## config.mk

```make
export PLATFORM = sky130hd
export DESIGN_NAME = seven_segment_scan_with_key_editor
export DESIGN_NICKNAME = d
export VERILOG_FILES = /design/src/rtl/sssk_pkg.sv /design/src/rtl/sssk_alu.sv /design/src/rtl/seven_segment_scan_with_key_editor.sv
export SDC_FILE = /design/constraint.sdc
export NUM_CORES = 1
export LEC_CHECK = 0
export ABC_AREA = 1
export BUFFER_PORTS_ARGS = -buffer_cell sky130_fd_sc_hd__buf_2
export CORE_MARGIN = 8
export CORE_UTILIZATION = 56
export CTS_CLUSTER_DIAMETER = 60
export DETAILED_ROUTE_END_ITERATION = 10
export PLACE_DENSITY_LB_ADDON = 0.3
export REMOVE_ABC_BUFFERS = 1
export SETUP_SLACK_MARGIN = 0.4
export SYNTH_ARGS = -nofsm -noshare
export SYNTH_HDL_FRONTEND = slang
export SYNTH_SLANG_ARGS = --single-unit
export TNS_END_PERCENT = 30
```

## constraint.sdc

```tcl
create_clock -name clk -period 3.7 [get_ports clk]
set_clock_uncertainty 0.1 [all_clocks]
set_input_delay 0.185 -clock clk [delete_from_list [all_inputs] [get_ports clk]]
set_output_delay 0.185 -clock clk [all_outputs]
set_load 0.05 [all_outputs]
```

## src/rtl/sssk_pkg.sv

```systemverilog
// sssk_pkg: shared widths, lookup tables and weight functions for the
// seven-segment scan and key editor; no dependencies
package sssk_pkg;

  localparam int VALUE_W = 16;
  localparam int DIGITS  = 4;
  localparam int DIGIT_W = 2;

  localparam logic [VALUE_W-1:0] VALUE_LIMIT = 16'd10000;

  // active-low segment pattern per decimal digit, blank above nine
  function automatic logic [7:0] seg_pattern(input logic [3:0] code);
    logic [7:0] pat;
    unique case (code)
      4'd0:    pat = 8'hC0;
      4'd1:    pat = 8'hF9;
      4'd2:    pat = 8'hA4;
      4'd3:    pat = 8'hB0;
      4'd4:    pat = 8'h99;
      4'd5:    pat = 8'h92;
      4'd6:    pat = 8'h82;
      4'd7:    pat = 8'hF8;
      4'd8:    pat = 8'h80;
      4'd9:    pat = 8'h90;
      default: pat = 8'hFF;
    endcase
    return pat;
  endfunction

  // active-low digit select
  function automatic logic [7:0] select_pattern(input logic [DIGIT_W-1:0] digit);
    logic [7:0] pat;
    unique case (digit)
      2'd0:    pat = 8'hF7;
      2'd1:    pat = 8'hFB;
      2'd2:    pat = 8'hFD;
      default: pat = 8'hFE;
    endcase
    return pat;
  endfunction

  // step size 1, 10, 100, 1000 from a two-bit code
  function automatic logic [VALUE_W-1:0] step_weight(input logic [1:0] code);
    logic [VALUE_W-1:0] w;
    unique case (code)
      2'd0:    w = 16'd1;
      2'd1:    w = 16'd10;
      2'd2:    w = 16'd100;
      default: w = 16'd1000;
    endcase
    return w;
  endfunction

  // trial weights for decimal split: 8,4,2,1 times 1000, 100, 10
  function automatic logic [VALUE_W-1:0] digit_weight(input logic [3:0] idx);
    logic [VALUE_W-1:0] w;
    unique case (idx)
      4'd0:    w = 16'd8000;
      4'd1:    w = 16'd4000;
      4'd2:    w = 16'd2000;
      4'd3:    w = 16'd1000;
      4'd4:    w = 16'd800;
      4'd5:    w = 16'd400;
      4'd6:    w = 16'd200;
      4'd7:    w = 16'd100;
      4'd8:    w = 16'd80;
      4'd9:    w = 16'd40;
      4'd10:   w = 16'd20;
      4'd11:   w = 16'd10;
      default: w = 16'd0;
    endcase
    return w;
  endfunction

endpackage

```

## src/rtl/sssk_alu.sv

```systemverilog
// sssk_alu: shared 16-bit add/subtract unit with carry out
// depends on sssk_pkg for the value width
module sssk_alu (
  input  logic [sssk_pkg::VALUE_W-1:0] a,
  input  logic [sssk_pkg::VALUE_W-1:0] b,
  input  logic                         sub,
  output logic [sssk_pkg::VALUE_W-1:0] result,
  output logic                         carry
);

  logic [sssk_pkg::VALUE_W-1:0] b_eff;
  logic [sssk_pkg::VALUE_W:0]   sum;

  assign b_eff = sub ? ~b : b;
  // on subtract, carry high means a >= b
  assign sum    = {1'b0, a} + {1'b0, b_eff} + {{sssk_pkg::VALUE_W{1'b0}}, sub};
  assign result = sum[sssk_pkg::VALUE_W-1:0];
  assign carry  = sum[sssk_pkg::VALUE_W];

endmodule

```

## src/rtl/seven_segment_scan_with_key_editor.sv

```systemverilog
// seven_segment_scan_with_key_editor: display scan, key debounce and number
// editor, one timer tick per input transfer
// depends on sssk_pkg and sssk_alu
// a tick runs the key actions, then on a refresh a clamp plus 12
// compare-subtract steps on the shared adder, then the output register
// input stalls while a tick is in work
// reset: pin registers low, output invalid, value zero, step 1, digits and keys cleared
module seven_segment_scan_with_key_editor (
  input  logic        clk,
  input  logic        rst,
  input  logic        cfg_write,
  input  logic [1:0]  cfg_index,
  input  logic [15:0] cfg_data,
  input  logic        in_valid,
  output logic        in_stall,
  input  logic        key_level,
  output logic        out_valid,
  input  logic        out_stall,
  output logic        serial_data,
  output logic        shift_clock,
  output logic        latch_strobe,
  output logic        data_released,
  output logic [15:0] edited_value,
  output logic [1:0]  digit_in_scan
);

  localparam logic [1:0] REG_DEBOUNCE = 2'd0;
  localparam logic [1:0] REG_REPEAT   = 2'd1;
  localparam logic [1:0] REG_REFRESH  = 2'd2;

  localparam logic [2:0] ST_IDLE  = 3'd0;
  localparam logic [2:0] ST_ACT   = 3'd1;
  localparam logic [2:0] ST_CLAMP = 3'd2;
  localparam logic [2:0] ST_DIG   = 3'd3;
  localparam logic [2:0] ST_OUT   = 3'd4;

  localparam logic [2:0] PH_DATA     = 3'd0;
  localparam logic [2:0] PH_CLK_HIGH = 3'd1;
  localparam logic [2:0] PH_CLK_LOW  = 3'd2;
  localparam logic [2:0] PH_LATCH_HI = 3'd3;
  localparam logic [2:0] PH_LATCH_LO = 3'd4;
  localparam logic [2:0] PH_RELEASE  = 3'd5;

  localparam logic [1:0] KEY_DEC  = 2'd1;
  localparam logic [1:0] KEY_INC  = 2'd2;
  localparam logic [1:0] KEY_STEP = 2'd3;

  localparam logic [3:0] DIG_LAST = 4'd11;

  localparam int VW = sssk_pkg::VALUE_W;
  localparam int DW = sssk_pkg::DIGIT_W;

  logic [7:0]    debounce_count;
  logic [7:0]    repeat_after;
  logic [15:0]   refresh_period;

  logic [2:0]    state;
  logic [2:0]    step_phase;
  logic [3:0]    bit_index;
  logic [DW-1:0] scan_index;
  logic          pin_data;
  logic          pin_clock;
  logic          pin_latch;
  logic          pin_released;
  logic [VW-1:0] value;
  logic [1:0]    step_code;
  logic [3:0]    shown_digits [sssk_pkg::DIGITS];
  logic          key_previous [sssk_pkg::DIGITS];
  logic [7:0]    key_hold_count [sssk_pkg::DIGITS];
  logic [15:0]   refresh_ticks;

  logic [1:0]    act_left;
  logic [1:0]    act_key;
  logic          do_refresh;
  logic [DW-1:0] tick_digit;
  logic [VW-1:0] work_value;
  logic [2:0]    digit_acc;
  logic [3:0]    dig_count;

  logic          in_accept;
  logic [15:0]   pattern;
  logic          hold_continue;
  logic [7:0]    hold_next;
  logic          fire_first;
  logic          fire_repeat;
  logic [1:0]    fire_total;
  logic          refresh_now;

  logic [VW-1:0] alu_a;
  logic [VW-1:0] alu_b;
  logic          alu_sub;
  logic [VW-1:0] alu_result;
  logic          alu_carry;
  logic [VW-1:0] work_next;

  assign in_stall  = (state != ST_IDLE);
  assign in_accept = in_valid && (state == ST_IDLE);

  assign pattern = {sssk_pkg::select_pattern(scan_index),
                    sssk_pkg::seg_pattern(shown_digits[scan_index])};

  // key sample for the digit in scan
  assign hold_continue = (key_previous[scan_index] == key_level) && key_level;
  assign hold_next     = hold_continue ? key_hold_count[scan_index] + 8'd1 : 8'd0;
  assign fire_first    = hold_continue && (hold_next == debounce_count);
  assign fire_repeat   = hold_continue && (hold_next > repeat_after);
  assign fire_total    = {1'b0, fire_first} + {1'b0, fire_repeat};
  assign refresh_now   = (refresh_ticks >= refresh_period);

  always_comb begin
    unique case (state)
      ST_ACT: begin
        alu_a   = value;
        alu_b   = sssk_pkg::step_weight(step_code);
        alu_sub = (act_key == KEY_DEC);
      end
      ST_CLAMP: begin
        alu_a   = value;
        alu_b   = sssk_pkg::VALUE_LIMIT;
        alu_sub = 1'b1;
      end
      default: begin
        alu_a   = work_value;
        alu_b   = sssk_pkg::digit_weight(dig_count);
        alu_sub = 1'b1;
      end
    endcase
  end

  sssk_alu u_alu (
    .a      (alu_a),
    .b      (alu_b),
    .sub    (alu_sub),
    .result (alu_result),
    .carry  (alu_carry)
  );

  assign work_next = alu_carry ? alu_result : work_value;

  always_ff @(posedge clk) begin
    if (rst) begin
      debounce_count <= 8'd3;
      repeat_after   <= 8'd50;
      refresh_period <= 16'd1000;
      state          <= ST_IDLE;
      step_phase     <= PH_DATA;
      bit_index      <= 4'd15;
      scan_index     <= '0;
      pin_data       <= 1'b0;
      pin_clock      <= 1'b0;
      pin_latch      <= 1'b0;
      pin_released   <= 1'b0;
      value          <= '0;
      step_code      <= 2'd0;
      refresh_ticks  <= '0;
      act_left       <= 2'd0;
      do_refresh     <= 1'b0;
      dig_count      <= 4'd0;
      out_valid      <= 1'b0;
      for (int i = 0; i < sssk_pkg::DIGITS; i++) begin
        shown_digits[i]   <= 4'd0;
        key_previous[i]   <= 1'b0;
        key_hold_count[i] <= 8'd0;
      end
    end else begin
      if (cfg_write) begin
        unique case (cfg_index)
          REG_DEBOUNCE: debounce_count <= cfg_data[7:0];
          REG_REPEAT:   repeat_after   <= cfg_data[7:0];
          REG_REFRESH:  refresh_period <= cfg_data;
          default:      ;
        endcase
      end

      if (out_valid && !out_stall) begin
        out_valid <= 1'b0;
      end

      unique case (state)
        ST_IDLE: begin
          if (in_accept) begin
            tick_digit    <= scan_index;
            act_key       <= scan_index;
            do_refresh    <= refresh_now;
            refresh_ticks <= refresh_now ? 16'd0 : refresh_ticks + 16'd1;
            act_left      <= 2'd0;
            state         <= refresh_now ? ST_CLAMP : ST_OUT;
            unique case (step_phase)
              PH_DATA: begin
                pin_data   <= pattern[bit_index];
                step_phase <= PH_CLK_HIGH;
              end
              PH_CLK_HIGH: begin
                pin_clock  <= 1'b1;
                step_phase <= PH_CLK_LOW;
              end
              PH_CLK_LOW: begin
                pin_clock <= 1'b0;
                if (bit_index == 4'd0) begin
                  bit_index  <= 4'd15;
                  step_phase <= PH_LATCH_HI;
                end else begin
                  bit_index  <= bit_index - 4'd1;
                  step_phase <= PH_DATA;
                end
              end
              PH_LATCH_HI: begin
                pin_latch  <= 1'b1;
                step_phase <= PH_LATCH_LO;
              end
              PH_LATCH_LO: begin
                pin_latch  <= 1'b0;
                step_phase <= PH_RELEASE;
              end
              PH_RELEASE: begin
                pin_released <= 1'b1;
                step_phase   <= 3'd6;
              end
              default: begin
                key_hold_count[scan_index] <= hold_next;
                key_previous[scan_index]   <= key_level;
                pin_released               <= 1'b0;
                scan_index                 <= scan_index + 2'd1;
                step_phase                 <= PH_DATA;
                act_left                   <= fire_total;
                if (fire_total != 2'd0) begin
                  state <= ST_ACT;
                end
              end
            endcase
          end
        end
        ST_ACT: begin
          if (act_key == KEY_DEC || act_key == KEY_INC) begin
            value <= alu_result;
          end else if (act_key == KEY_STEP) begin
            // code wraps from 1000 back to 1
            step_code <= step_code + 2'd1;
          end
          act_left <= act_left - 2'd1;
          if (act_left == 2'd1) begin
            state <= do_refresh ? ST_CLAMP : ST_OUT;
          end
        end
        ST_CLAMP: begin
          if (alu_carry) begin
            value      <= '0;
            work_value <= '0;
          end else begin
            work_value <= value;
          end
          dig_count <= 4'd0;
          state     <= ST_DIG;
        end
        ST_DIG: begin
          work_value <= work_next;
          digit_acc  <= {digit_acc[1:0], alu_carry};
          if (dig_count[1:0] == 2'd3) begin
            // thousands, hundreds, tens land in digits three, two, one
            shown_digits[~dig_count[3:2]] <= {digit_acc, alu_carry};
          end
          if (dig_count == DIG_LAST) begin
            shown_digits[0] <= work_next[3:0];
            state           <= ST_OUT;
          end
          dig_count <= dig_count + 4'd1;
        end
        ST_OUT: begin
          if (!out_valid || !out_stall) begin
            out_valid     <= 1'b1;
            serial_data   <= pin_data;
            shift_clock   <= pin_clock;
            latch_strobe  <= pin_latch;
            data_released <= pin_released;
            edited_value  <= value;
            digit_in_scan <= tick_digit;
            state         <= ST_IDLE;
          end
        end
        default: begin
          state <= ST_IDLE;
        end
      endcase
    end
  end

endmodule
```

==> results of run 1 <==
[cell families (layout without fill, tap and decap cells)]
| family | count (synthesis) | count (layout) |
|---|---|---|
| XOR/XNOR | 21 | 21 |
| buffers and inverters | 206 | 344 |
| adder cells (fa/ha/maj) | 71 | 71 |
| flip-flops | 199 | 199 |
| AO/OA/AOI/OAI | 247 | 247 |
| multiplexers | 6 | 6 |
| AND/OR/NAND/NOR | 582 | 583 |
[where the power goes]
part           internal, mW  switching [mW]
combinational         0.113           0.231
sequential             2.35          0.0286
clock                 0.959           0.833
[state kept, by name, indices dropped and copies added (netlist names), 3 cells and up, named ones only]
register,flops
refresh_ticks,16
key_hold_count,32
debounce_count,8
refresh_period,16
value,16
key_previous,4
shown_digits,16
dig_count,4
work_value,16
digit_acc,3
state,3
step_phase,3
edited_value,16
bit_index,4
repeat_after,8
[worst max-delay path by stage]
stage / from / endpoint / cells after the start
floorplan: state[2] / work_value[10] / 15
global placement: flip-flop / state[2] / 24
detailed placement: flip-flop / state[2] / 24
CTS: state[2] / work_value[1] / 19
global route: flip-flop / state[2] / 26
finish: flip-flop / state[2] / 24
[routing by layer]
metal  track usage (%)  vias to the layer above  share of wire (%)
met5                 0                        -                  0
met4             8.595                        0                2.7
met3             4.875                       80                6.1
met2             37.89                      371                 49
met1             27.40                     4590                 42
li1                  -                     4728                  -
[cell usage after synthesis, drive strengths merged, types with 15 or more instances]
cell    instances  area (µm²)
a21oi          93       469.2
buf            21       163.9
clkbuf         19       71.32
dfxtp         104        2082
edfxtp         95        2853
ha             70       875.8
inv           161       611.8
nand2         274        1071
nand3          91       538.0
nand4          18       112.6
nor2          164       673.1
nor3           19       121.4
o211ai         19       147.6
o21ai          91       466.7
xor2           15       131.4
[layout make-up]
type | instances | area, µm²
Multi-Input combinational cell | 928 | 5523
Clock buffer | 23 | 499.2
Tap cell | 265 | 331.6
Inverter | 166 | 656.9
Sequential cell | 199 | 4949
Fill cell | 1453 | 6073
Clock inverter | 9 | 63.81
Timing Repair Buffer | 146 | 1239
[worst max-delay path, delay by kind of cell, from the launching register on]
family	cells	cell delay, ps
and+or+nand+nor	12	1250
AOI/OAI and AO/OA	5	460
buffers and inverters	4	350
adders and majority gates	3	660
DFF	1	360
[what timing repair did]
| action | CTS | global route |
|---|---|---|
| setup buffers | 20 | 29 |
| pin swaps | 14 | 42 |
| endpoints found under the setup margin | 37 | 57 |
| gates cloned | 3 | 3 |
| endpoints found under the hold margin | 31 | 0 |
| hold buffers | 16 | 0 |
| resized for setup | 43 | 80 |
[per-stage QoR]
stage / total power [mW] / setup TNS (ps) / util (%) / instance area (µm²) / setup WS (ps)
finish: 4.520 / 0 / 68.59 / 13260 / 354.3
global route: 4.662 / 0 / 68.59 / 13260 / 201.6
CTS: 4.514 / 0 / 65.57 / 12680 / 397.2
detailed placement: 2.725 / 0 / 59.82 / 11570 / 115.0
global placement: 2.718 / 0 / 59.82 / 11570 / 188.8
floorplan: 2.628 / -5031 / - / 10740 / -374.6
==> summary.md, run 1 <==
| Metric | Value |
|---|---|
| Status | `completed` |
| Area share of xor/xnor cells in the synthesized design | `1.676%` |
| Min-Delay Startpoint | `cfg_index[0]` |
| Pleak | `5.704 nW` |
| Remaining Overflow, GRT | `0` |
| Placement Rows | `51` |
| Library cells used by synthesis | `57` |
| Netlist Area Pre-Place | `0.01097 mm²` |
| Antenna violations before repair | `0` |
| Final setup violation count | `0` |
| Die width | `156.0 µm` |
| I/O Buffers | `47` |
| VDD IR-drop max | `0.3341 mV` |
| Cell mode on critical path | `nand2_2` |
| Worst hold path depth | `4` |
| Area delta synth->final | `20.84%` |
| CP max stage cell | `dfxtp_4` |
| P per Cell Area | `340.9 mW/mm²` |
| RSZ-0062 raised after global routing | `yes` |
| Compound-Gate Fraction of Synth Area | `12.75%` |
| Die Span Y | `156.0 µm` |
| Hold-critical path endpoint | `debounce_count[0]` |
| Min Clock Period, post-route | `3346 ps` |
| Post-Syn Instances | `1332` |
| Clock slew at reported path FFs | `70 ps` |
| Crit Path Max Fanout | `8` |
| Ys Warns | `0` |
| Final slew viol count | `0` |
| Boundary pin count | `48` |
| Synth Area in Adders | `8.163%` |
| Post-synth EDFFs | `95` |
| Detailed-route via count | `9769` |
| First-pass GRT wire length | `43930 µm` |
| Setup CP Type | `reg2reg` |
| Actual slew at the worst max-slew pin | `1005 ps` |
| CTS buffer count | `17` |
| Async set-or-reset flop fraction in the synthesized netlist | `0%` |
| Pre-antenna DRT Iters | `5` |
| Commonest non-fill, non-tap cells in the layout | `243 x nand2_1, 143 x nor2_1, 140 x inv_1, 99 x dfxtp_1, 95 x edfxtp_1` |
| Worst R2R Path Depth | `24` |
| Register area share after synthesis | `44.97%` |
| Core Area | `0.01933 mm²` |
| DRC viols | `0` |
| Worst Hold Slack | `22.91 ps` |
| Total GRT Usage | `22.40%` |
| Max_slew headroom | `32.12%` |
| Post-route insts no fill | `1736` |
| R2R Setup Slk | `350 ps` |
| Antenna fix cells | `0` |
| Largest net degree at the start of global routing | `44` |
| Crit path launch type | `flip-flop` |
| Max_cap viols | `0` |
| Post-synthesis register bit count | `199` |
| Clk Latency, worst-skew pair | `450 ps` |
| Vias in the first global route | `9043` |
| DRT Wirelength | `28600 µm` |
| Wire length per cell | `16.47 µm` |
| CP Cell Sequence | `buf_12, inv_12, nand2_2, nand2_2, nand2_2, o21ai_2, ha_4, nand3_4, nor2_4, nand3_2, nand3_4, inv_1, ha_1, nand4_1, inv_1, nand2_1, o211ai_1, nand3_1, ha_2, or2_4, nand2_2, o22ai_1, o21ai_1, a21oi_1` |
| Peak Freq | `298.9 MHz` |
| Layout cell share with drive strength beyond 1 | `20.67%` |
| Placed cells | `1633` |
| CP Data Arrival Time | `3550 ps` |
| CTS Sinks | `199` |
| Iteration-0 DRC count of the detailed router | `846` |
| Crit share post-route | `90.42%` |
| CTS root buffer | `clkbuf_16` |
| CP Data Required Time | `3910 ps` |
| Final net count | `1553` |
| Syn Area/Cell | `8.239 µm²` |
| Final antenna-violating net count | `0` |
| Simple-gate share of the synthesized area | `23.93%` |
| Via density per instance | `5.627` |
| CTS tree | `built` |
| Hold Vio Cnt, Final | `0` |
| CTS H-tree lvls | `4` |
| FF-to-FF End | `state[2]` |
| Maximum clock path buffer count | `2` |
| Routability cong. | `0.9262` |
| HPWL Detailed | `18480 µm` |
| Max stage delay on crit path | `360 ps` |
| Die area | `0.02433 mm²` |
| Worst setup EP type | `flip-flop` |
| Commonest non-fill, non-tap cell in the layout | `nand2_1` |
| Tightest Hold Check Type | `in2reg` |
| Mux cell area share after synthesis | `0.6157%` |
| Largest family of logic cells by synthesized area | `simple AND/OR/NAND/NOR gates` |
| Ys flop type | `dfxtp_1` |
| Starting Density | `56.76%` |
Note: power is estimated with default switching activity, not from simulation.
==> run 2: changes to the inputs <==
--- a/config.mk
+++ b/config.mk
@@ -5,7 +5,6 @@
 export SDC_FILE = /design/constraint.sdc
 export NUM_CORES = 1
 export LEC_CHECK = 0
-export ABC_AREA = 1
 export BUFFER_PORTS_ARGS = -buffer_cell sky130_fd_sc_hd__buf_2
 export CORE_MARGIN = 8
 export CORE_UTILIZATION = 56
==> summary.md, run 2 <==
| Metric | Value |
|---|---|
| Status | `completed` |
| Top post-synthesis cells by area | `edfxtp_1 27%, dfxtp_1 20%, ha_1 8.4%` |
| Reg-to-reg startpoint | `state[1]` |
| Netlist Area Pre-Place | `0.01039 mm²` |
| Most numerous cell in the Yosys netlist | `nand2_1` |
| CTS buffer count | `17` |
| Tightest Hold Check Type | `in2reg` |
| Hold Vio Cnt, Final | `0` |
| Int Power | `3.418 mW` |
| Actual slew at the worst max-slew pin | `783.7 ps` |
| Post-Syn Instances | `1049` |
| Iteration-0 DRC count of the detailed router | `561` |
| Register area share after synthesis | `47.48%` |
| Antenna fix cells | `0` |
| DRC viols | `0` |
| Remaining Overflow, GRT | `0` |
| Die area | `0.02318 mm²` |
| CP Depth | `15` |
| Power Total | `4.513 mW` |
| CP Cell Sequence | `or3b_4, buf_6, or2_4, o21ai_4, ha_4, o21ai_2, o21bai_1, a21o_1, a21oi_2, o31ai_4, a311oi_4, inv_4, buf_8, mux2i_2, o21ai_1` |
| Routability cong. | `0.9081` |
| CP Data Required Time | `3800 ps` |
| Async set-or-reset flop fraction in the synthesized netlist | `0%` |
| Boundary pin count | `48` |
| Register Area | `0.004951 mm²` |
| Final antenna-violating net count | `0` |
| Crit share post-route | `95.97%` |
| Commonest non-fill, non-tap cell in the layout | `nand2_1` |
| Antenna violations before repair | `0` |
| Max stage delay on crit path | `460 ps` |
| Post-route insts no fill | `1427` |
| Core Area | `0.01846 mm²` |
| Vias in the first global route | `7997` |
| FF-to-FF End | `shown_digits[0][2]` |
| Layout cell share with drive strength beyond 1 | `22.38%` |
| Worst hold path depth | `2` |
| RSZ-0062 raised after global routing | `yes` |
| P per Cell Area | `357.4 mW/mm²` |
| Worst R2R Path Depth | `15` |
| Max_cap viols | `0` |
| Psw | `1.095 mW` |
| First-pass GRT wire length | `40150 µm` |
| Ys flop type | `dfxtp_1` |
| Setup CP Type | `reg2reg` |
| CP Data Arrival Time | `3650 ps` |
| Switch share | `24.27%` |
| Pre-antenna DRT Iters | `5` |
| CP delay by family, top | `compound AO/OA/AOI/OAI gates` |
| I/O Buffers | `47` |
| Flop pwr share | `52.5%` |
| CP max stage cell | `or3b_4` |
| Library cells used by synthesis | `69` |
| VDD IR-drop max | `0.3390 mV` |
| R2R Setup Slk | `150 ps` |
| Clk Latency, worst-skew pair | `450 ps` |
| Synth top area share | `27.45%` |
| Final net count | `1275` |
| Wire length per cell | `17.67 µm` |
| CTS root buffer | `clkbuf_16` |
| Crit Path Max Fanout | `7` |
| Syn Area/Cell | `9.908 µm²` |
| Placement Rows | `50` |
| Via density per instance | `5.799` |
| Die width | `152.2 µm` |
| DRT Wirelength | `25220 µm` |
| Clock share of power | `41.2%` |
| Critical path endpoint | `shown_digits[0][2]` |
| CP Buf/Inv Count | `3` |
| HPWL Detailed | `17170 µm` |
| Starting Density | `56.32%` |
| Pleak | `5.091 nW` |
| Maximum clock path buffer count | `2` |
| Fill cells | `1337` |
| Min Clock Period, post-route | `3551 ps` |
| CTS tree | `built` |
| Post-synthesis register bit count | `199` |
| Final slew viol count | `0` |
| CTS Sinks | `199` |
| Biggest register | `key_hold_count` |
| Clock slew at reported path FFs | `70 ps` |
| Max reg flops | `32` |
| Post-synth top cells | `128 x nand2_1, 123 x nor2_1, 104 x dfxtp_1` |
| Area delta synth->final | `21.49%` |
| Area leader, netlist | `edfxtp_1` |
| Die Span Y | `152.2 µm` |
| Worst setup EP type | `flip-flop` |
| Largest net degree at the start of global routing | `42` |
| Area of the multi-input gates | `0.005406 mm²` |
| Commonest non-fill, non-tap cells in the layout | `126 x nand2_1, 118 x nor2_1, 97 x dfxtp_1, 95 x edfxtp_1, 82 x buf_4` |
| Critical Path Start | `state[1]` |
| Max_slew headroom | `47.35%` |
| Final setup violation count | `0` |
| Crit path launch type | `flip-flop` |
| Placed cells | `1344` |
| Proportion of power drawn by combinational gates | `6.3%` |
| Post-synth EDFFs | `95` |
| Total GRT Usage | `21.36%` |
| Detailed-route via count | `8275` |
| Peak Freq | `281.6 MHz` |
| CTS H-tree lvls | `4` |
| Ys Warns | `0` |
run 2: changes by cell type in the layout (fill, tap and decap cells not counted), moves of 18 or more:
| cell | change |
|---|---|
| inv_1 | -89 |
| buf_4 | +18 |
| nor2_1 | -25 |
| nand2_2 | -25 |
| a21oi_1 | -39 |
| mux2i_1 | +18 |
| nand3_1 | -49 |
| nand2_1 | -117 |
| o21ai_0 | -40 |
run 2: worst min path at each step:
| stage | from | endpoint |
|---|---|---|
| floorplan | rst | dig_count[1] |
| global placement | cfg_data[9] | refresh_period[9] |
| detailed placement | cfg_data[9] | refresh_period[9] |
| CTS | rst | scan_index[0] |
| global route | rst | state[0] |
| finish | rst | scan_index[0] |
run 2: final cells by class:
cell class,count,area share (%)
Clock buffer,17,3.369
Clock inverter,15,1.288
Inverter,56,1.685
Multi-Input combinational cell,748,42.82
Sequential cell,199,39.21
Tap cell,234,2.319
Timing Repair Buffer,158,9.314
run 2: logic make-up (layout without fill, tap and decap cells):
kind of cell | after synthesis | after routing | share of synthesized area (%)
muxes | 37 | 37 | 5.285
buffers and inverters | 102 | 246 | 3.840
and+or+nand+nor | 382 | 382 | 16.90
xor gates and xnor gates | 47 | 47 | 3.960
DFF | 199 | 199 | 47.48
AOI/OAI and AO/OA | 211 | 211 | 13.92
adders and majority gates | 71 | 71 | 8.619
run 2: power groups by stage:
stage / clock network [mW] / logic [mW] / registers, mW
2_1_floorplan: 0 / 0.134 / 2.44
3_3_place_gp: 0 / 0.246 / 2.42
3_5_place_dp: 0 / 0.251 / 2.42
4_1_cts: 1.88 / 0.275 / 2.37
5_1_grt: 1.96 / 0.309 / 2.38
6_report: 1.86 / 0.282 / 2.37
run 2: through the flow:
step / utilization, % / area (µm²) / setup slack [ps] / hold slack, ps / TNS (ps)
after detailed placement: 60.70 / 11200 / -73.09 / 296.7 / -582.6
after CTS: 67.29 / 12420 / 292.8 / 34.34 / 0
after global placement: 60.70 / 11200 / -46.35 / 295.9 / -124.8
after global routing: 68.42 / 12630 / 53.83 / 77.72 / 0
final: 68.42 / 12630 / 148.9 / 45.85 / 0
after floorplan: - / 10210 / -862.9 / 154.1 / -34450
run 2: timing repair:
action,4_1_cts,5_1_grt
pin swaps,33,23
endpoints found under the hold margin,35,0
setup endpoints to repair,57,57
setup buffers,23,10
hold buffers,18,0
gates resized for setup,74,27
run 2: per-layer routing:
| metal | wire length [µm] | share of wire (%) | up-vias | GRT usage [%] |
|---|---|---|---|---|
| li1 | - | - | 3979 | - |
| met1 | 10880 | 43 | 3999 | 25.87 |
| met2 | 12440 | 49 | 242 | 36.81 |
| met3 | 1340 | 5.3 | 55 | 4.311 |
| met4 | 562 | 2.2 | 0 | 8.329 |
| met5 | 0 | 0 | - | 0 |
==> run 3: changes to the inputs <==
--- a/config.mk
+++ b/config.mk
@@ -6,13 +6,13 @@
 export NUM_CORES = 1
 export LEC_CHECK = 0
 export BUFFER_PORTS_ARGS = -buffer_cell sky130_fd_sc_hd__buf_2
+export CORE_ASPECT_RATIO = 0.75
 export CORE_MARGIN = 8
 export CORE_UTILIZATION = 56
 export CTS_CLUSTER_DIAMETER = 60
 export DETAILED_ROUTE_END_ITERATION = 10
 export PLACE_DENSITY_LB_ADDON = 0.3
 export REMOVE_ABC_BUFFERS = 1
-export SETUP_SLACK_MARGIN = 0.4
 export SYNTH_ARGS = -nofsm -noshare
 export SYNTH_HDL_FRONTEND = slang
 export SYNTH_SLANG_ARGS = --single-unit
==> summary.md, run 3 (synthesis results as in run 2) <==
| Metric | Value |
|---|---|
| Final net count | `1247` |
| Die area | `0.02322 mm²` |
| Iteration-0 DRC count of the detailed router | `723` |
| Largest net degree at the start of global routing | `58` |
| Cell mode on critical path | `buf_4` |
| Max stage delay on crit path | `350 ps` |
| First-pass GRT wire length | `38780 µm` |
| P per Cell Area | `375.4 mW/mm²` |
| Min-Delay Startpoint | `key_level` |
| Status | `completed` |
| Critical Path Start | `state[0]` |
| Area delta synth->final | `18.12%` |
| Detailed-route via count | `8054` |
| Worst setup EP type | `flip-flop` |
| Final Util | `66.92%` |
| Actual slew at the worst max-slew pin | `795.7 ps` |
| Final Cell Area | `0.01228 mm²` |
| Clk Latency, worst-skew pair | `440 ps` |
| I/O Buffers | `47` |
| CP Data Required Time | `3800 ps` |
| Crit share post-route | `98.69%` |
| Final slew viol count | `0` |
| Die Span Y | `134.0 µm` |
| Boundary pin count | `48` |
| CTS buffer count | `17` |
| Total GRT Usage | `20.48%` |
| Hold Vio Cnt, Final | `0` |
| DP Area | `0.01125 mm²` |
| Pre-antenna DRT Iters | `6` |
| Most Crowded Layer GR | `met2` |
| Tightest Hold Check Type | `in2reg` |
| Antenna fix cells | `0` |
| Commonest non-fill, non-tap cell in the layout | `nand2_1` |
| Routability cong. | `0.8535` |
| Area of the multi-input gates | `0.005223 mm²` |
| Wire length per cell | `17.24 µm` |
| CTS root buffer | `clkbuf_16` |
| Placement Rows | `43` |
| CTS tree | `built` |
| Max reg flops | `32` |
| CP Cell Sequence | `buf_4, nand2b_1, nor2_4, nor2_4, buf_12, nand2_1, nand2_1, ha_1, a211oi_2, o21bai_1, a21o_1, a21oi_4, o31ai_4, a311oi_4, buf_4, buf_4, a21boi_1, buf_12` |
| Core Area | `0.01835 mm²` |
| CP max stage cell | `dfxtp_1` |
| Antenna violations before repair | `0` |
| Met2 Use GR | `31.25%` |
| Pleak | `4.941 nW` |
| Maximum clock path buffer count | `2` |
| Register Area | `0.004940 mm²` |
| Biggest register | `key_hold_count` |
| VDD IR-drop max | `0.3007 mV` |
| Remaining Overflow, GRT | `0` |
| Max_slew headroom | `46.96%` |
| Clock slew at reported path FFs | `80 ps` |
| CTS H-tree lvls | `4` |
| Vias in the first global route | `7504` |
| CP Data Arrival Time | `3750 ps` |
| Peak Freq | `273.9 MHz` |
| Commonest non-fill, non-tap cells in the layout | `128 x nand2_1, 118 x nor2_1, 100 x dfxtp_1, 95 x edfxtp_1, 64 x ha_1` |
| Crit path launch type | `flip-flop` |
| Layout cell share with drive strength beyond 1 | `18.28%` |
| Final setup violation count | `0` |
| Die width | `173.3 µm` |
| Met1 Usage GRT | `29.03%` |
| Via density per instance | `5.704` |
| Max_cap viols | `0` |
| Reg-to-reg startpoint | `state[0]` |
| Starting Density | `56.65%` |
| Crit Path Max Fanout | `15` |
| Final antenna-violating net count | `0` |
| Min Clock Period, post-route | `3652 ps` |
| Met3 global-route usage | `4.914%` |
| Setup CP Type | `reg2reg` |
| DRC viols | `0` |
| HPWL Detailed | `17230 µm` |
| CTS Sinks | `199` |
| DRT Wirelength | `24340 µm` |
| Fill cells | `1386` |
[run 3: changes by cell type in the layout (fill, tap and decap cells not counted), moves of 3 or more]
cell	delta
buf_4	-24
ha_4	-7
o21ai_0	+6
buf_6	-5
ha_1	+5
nand2b_1	+4
o21ai_1	-4
buf_12	+3
dfxtp_1	+3
dfxtp_4	-3
nand2b_4	-3
[run 3: critical path: cells and delay by family, from the launching register on]
kind                       cells  cell delay (ps)
AOI/OAI and AO/OA              7             1290
buffers and inverters          5              820
and+or+nand+nor                5              500
DFF                            1              350
adders and majority gates      1              340
[run 3: path summary, 6_finish.rpt]
kind                           to  slack, ps  cells after the start
setup / recovery    work_value[7]         50                     18
hold / removal    key_previous[3]         20                      3
setup reg to reg    work_value[7]         50                     18
hold reg to reg       serial_data        350                      0
[run 3: final cells by class]
class | instances | share of cell area, %
inverter | 56 | 1.733
timing repair buffer | 130 | 7.939
tap | 247 | 2.517
sequential | 199 | 40.24
clock inverter | 14 | 1.539
clock buffer | 18 | 3.496
multi-input combinational | 748 | 42.54
[run 3: routing by layer]
| metal | share of wire (%) | vias to the layer above |
|---|---|---|
| met5 | 0 | - |
| met4 | 1.0 | 0 |
| met3 | 5.8 | 23 |
| met2 | 45 | 223 |
| met1 | 48 | 3877 |
| li1 | - | 3931 |
[run 3: power by group]
part           internal (mW)  switching, mW  leakage, nW
Clock                   1.09          0.877        0.297
Sequential              2.34         0.0279         1.78
Combinational          0.110          0.163         2.86
[run 3: through the flow]
step	TNS [ps]	setup slack, ps	hold WS, ps	total power [mW]	cells
finish	0	48.50	15.48	4.609	1412
global route	-2647	-115.3	14.87	4.757	1412
CTS	0	4.124	2.729	4.615	1405
detailed placement	-2.940	-2.611	294.2	2.670	1354
global placement	0	116.0	286.7	2.664	1354
floorplan	-34450	-862.9	154.1	2.571	1003
[run 3: timing repair]
| action | CTS | global route |
|---|---|---|
| setup endpoints to repair | 20 | 54 |
| gates resized for setup | 7 | 41 |
| hold buffers | 17 | 0 |
| pin swaps | 2 | 12 |
| cloned | 0 | 0 |
| setup buffers | 2 | 7 |
| hold endpoints to repair | 34 | 0 |
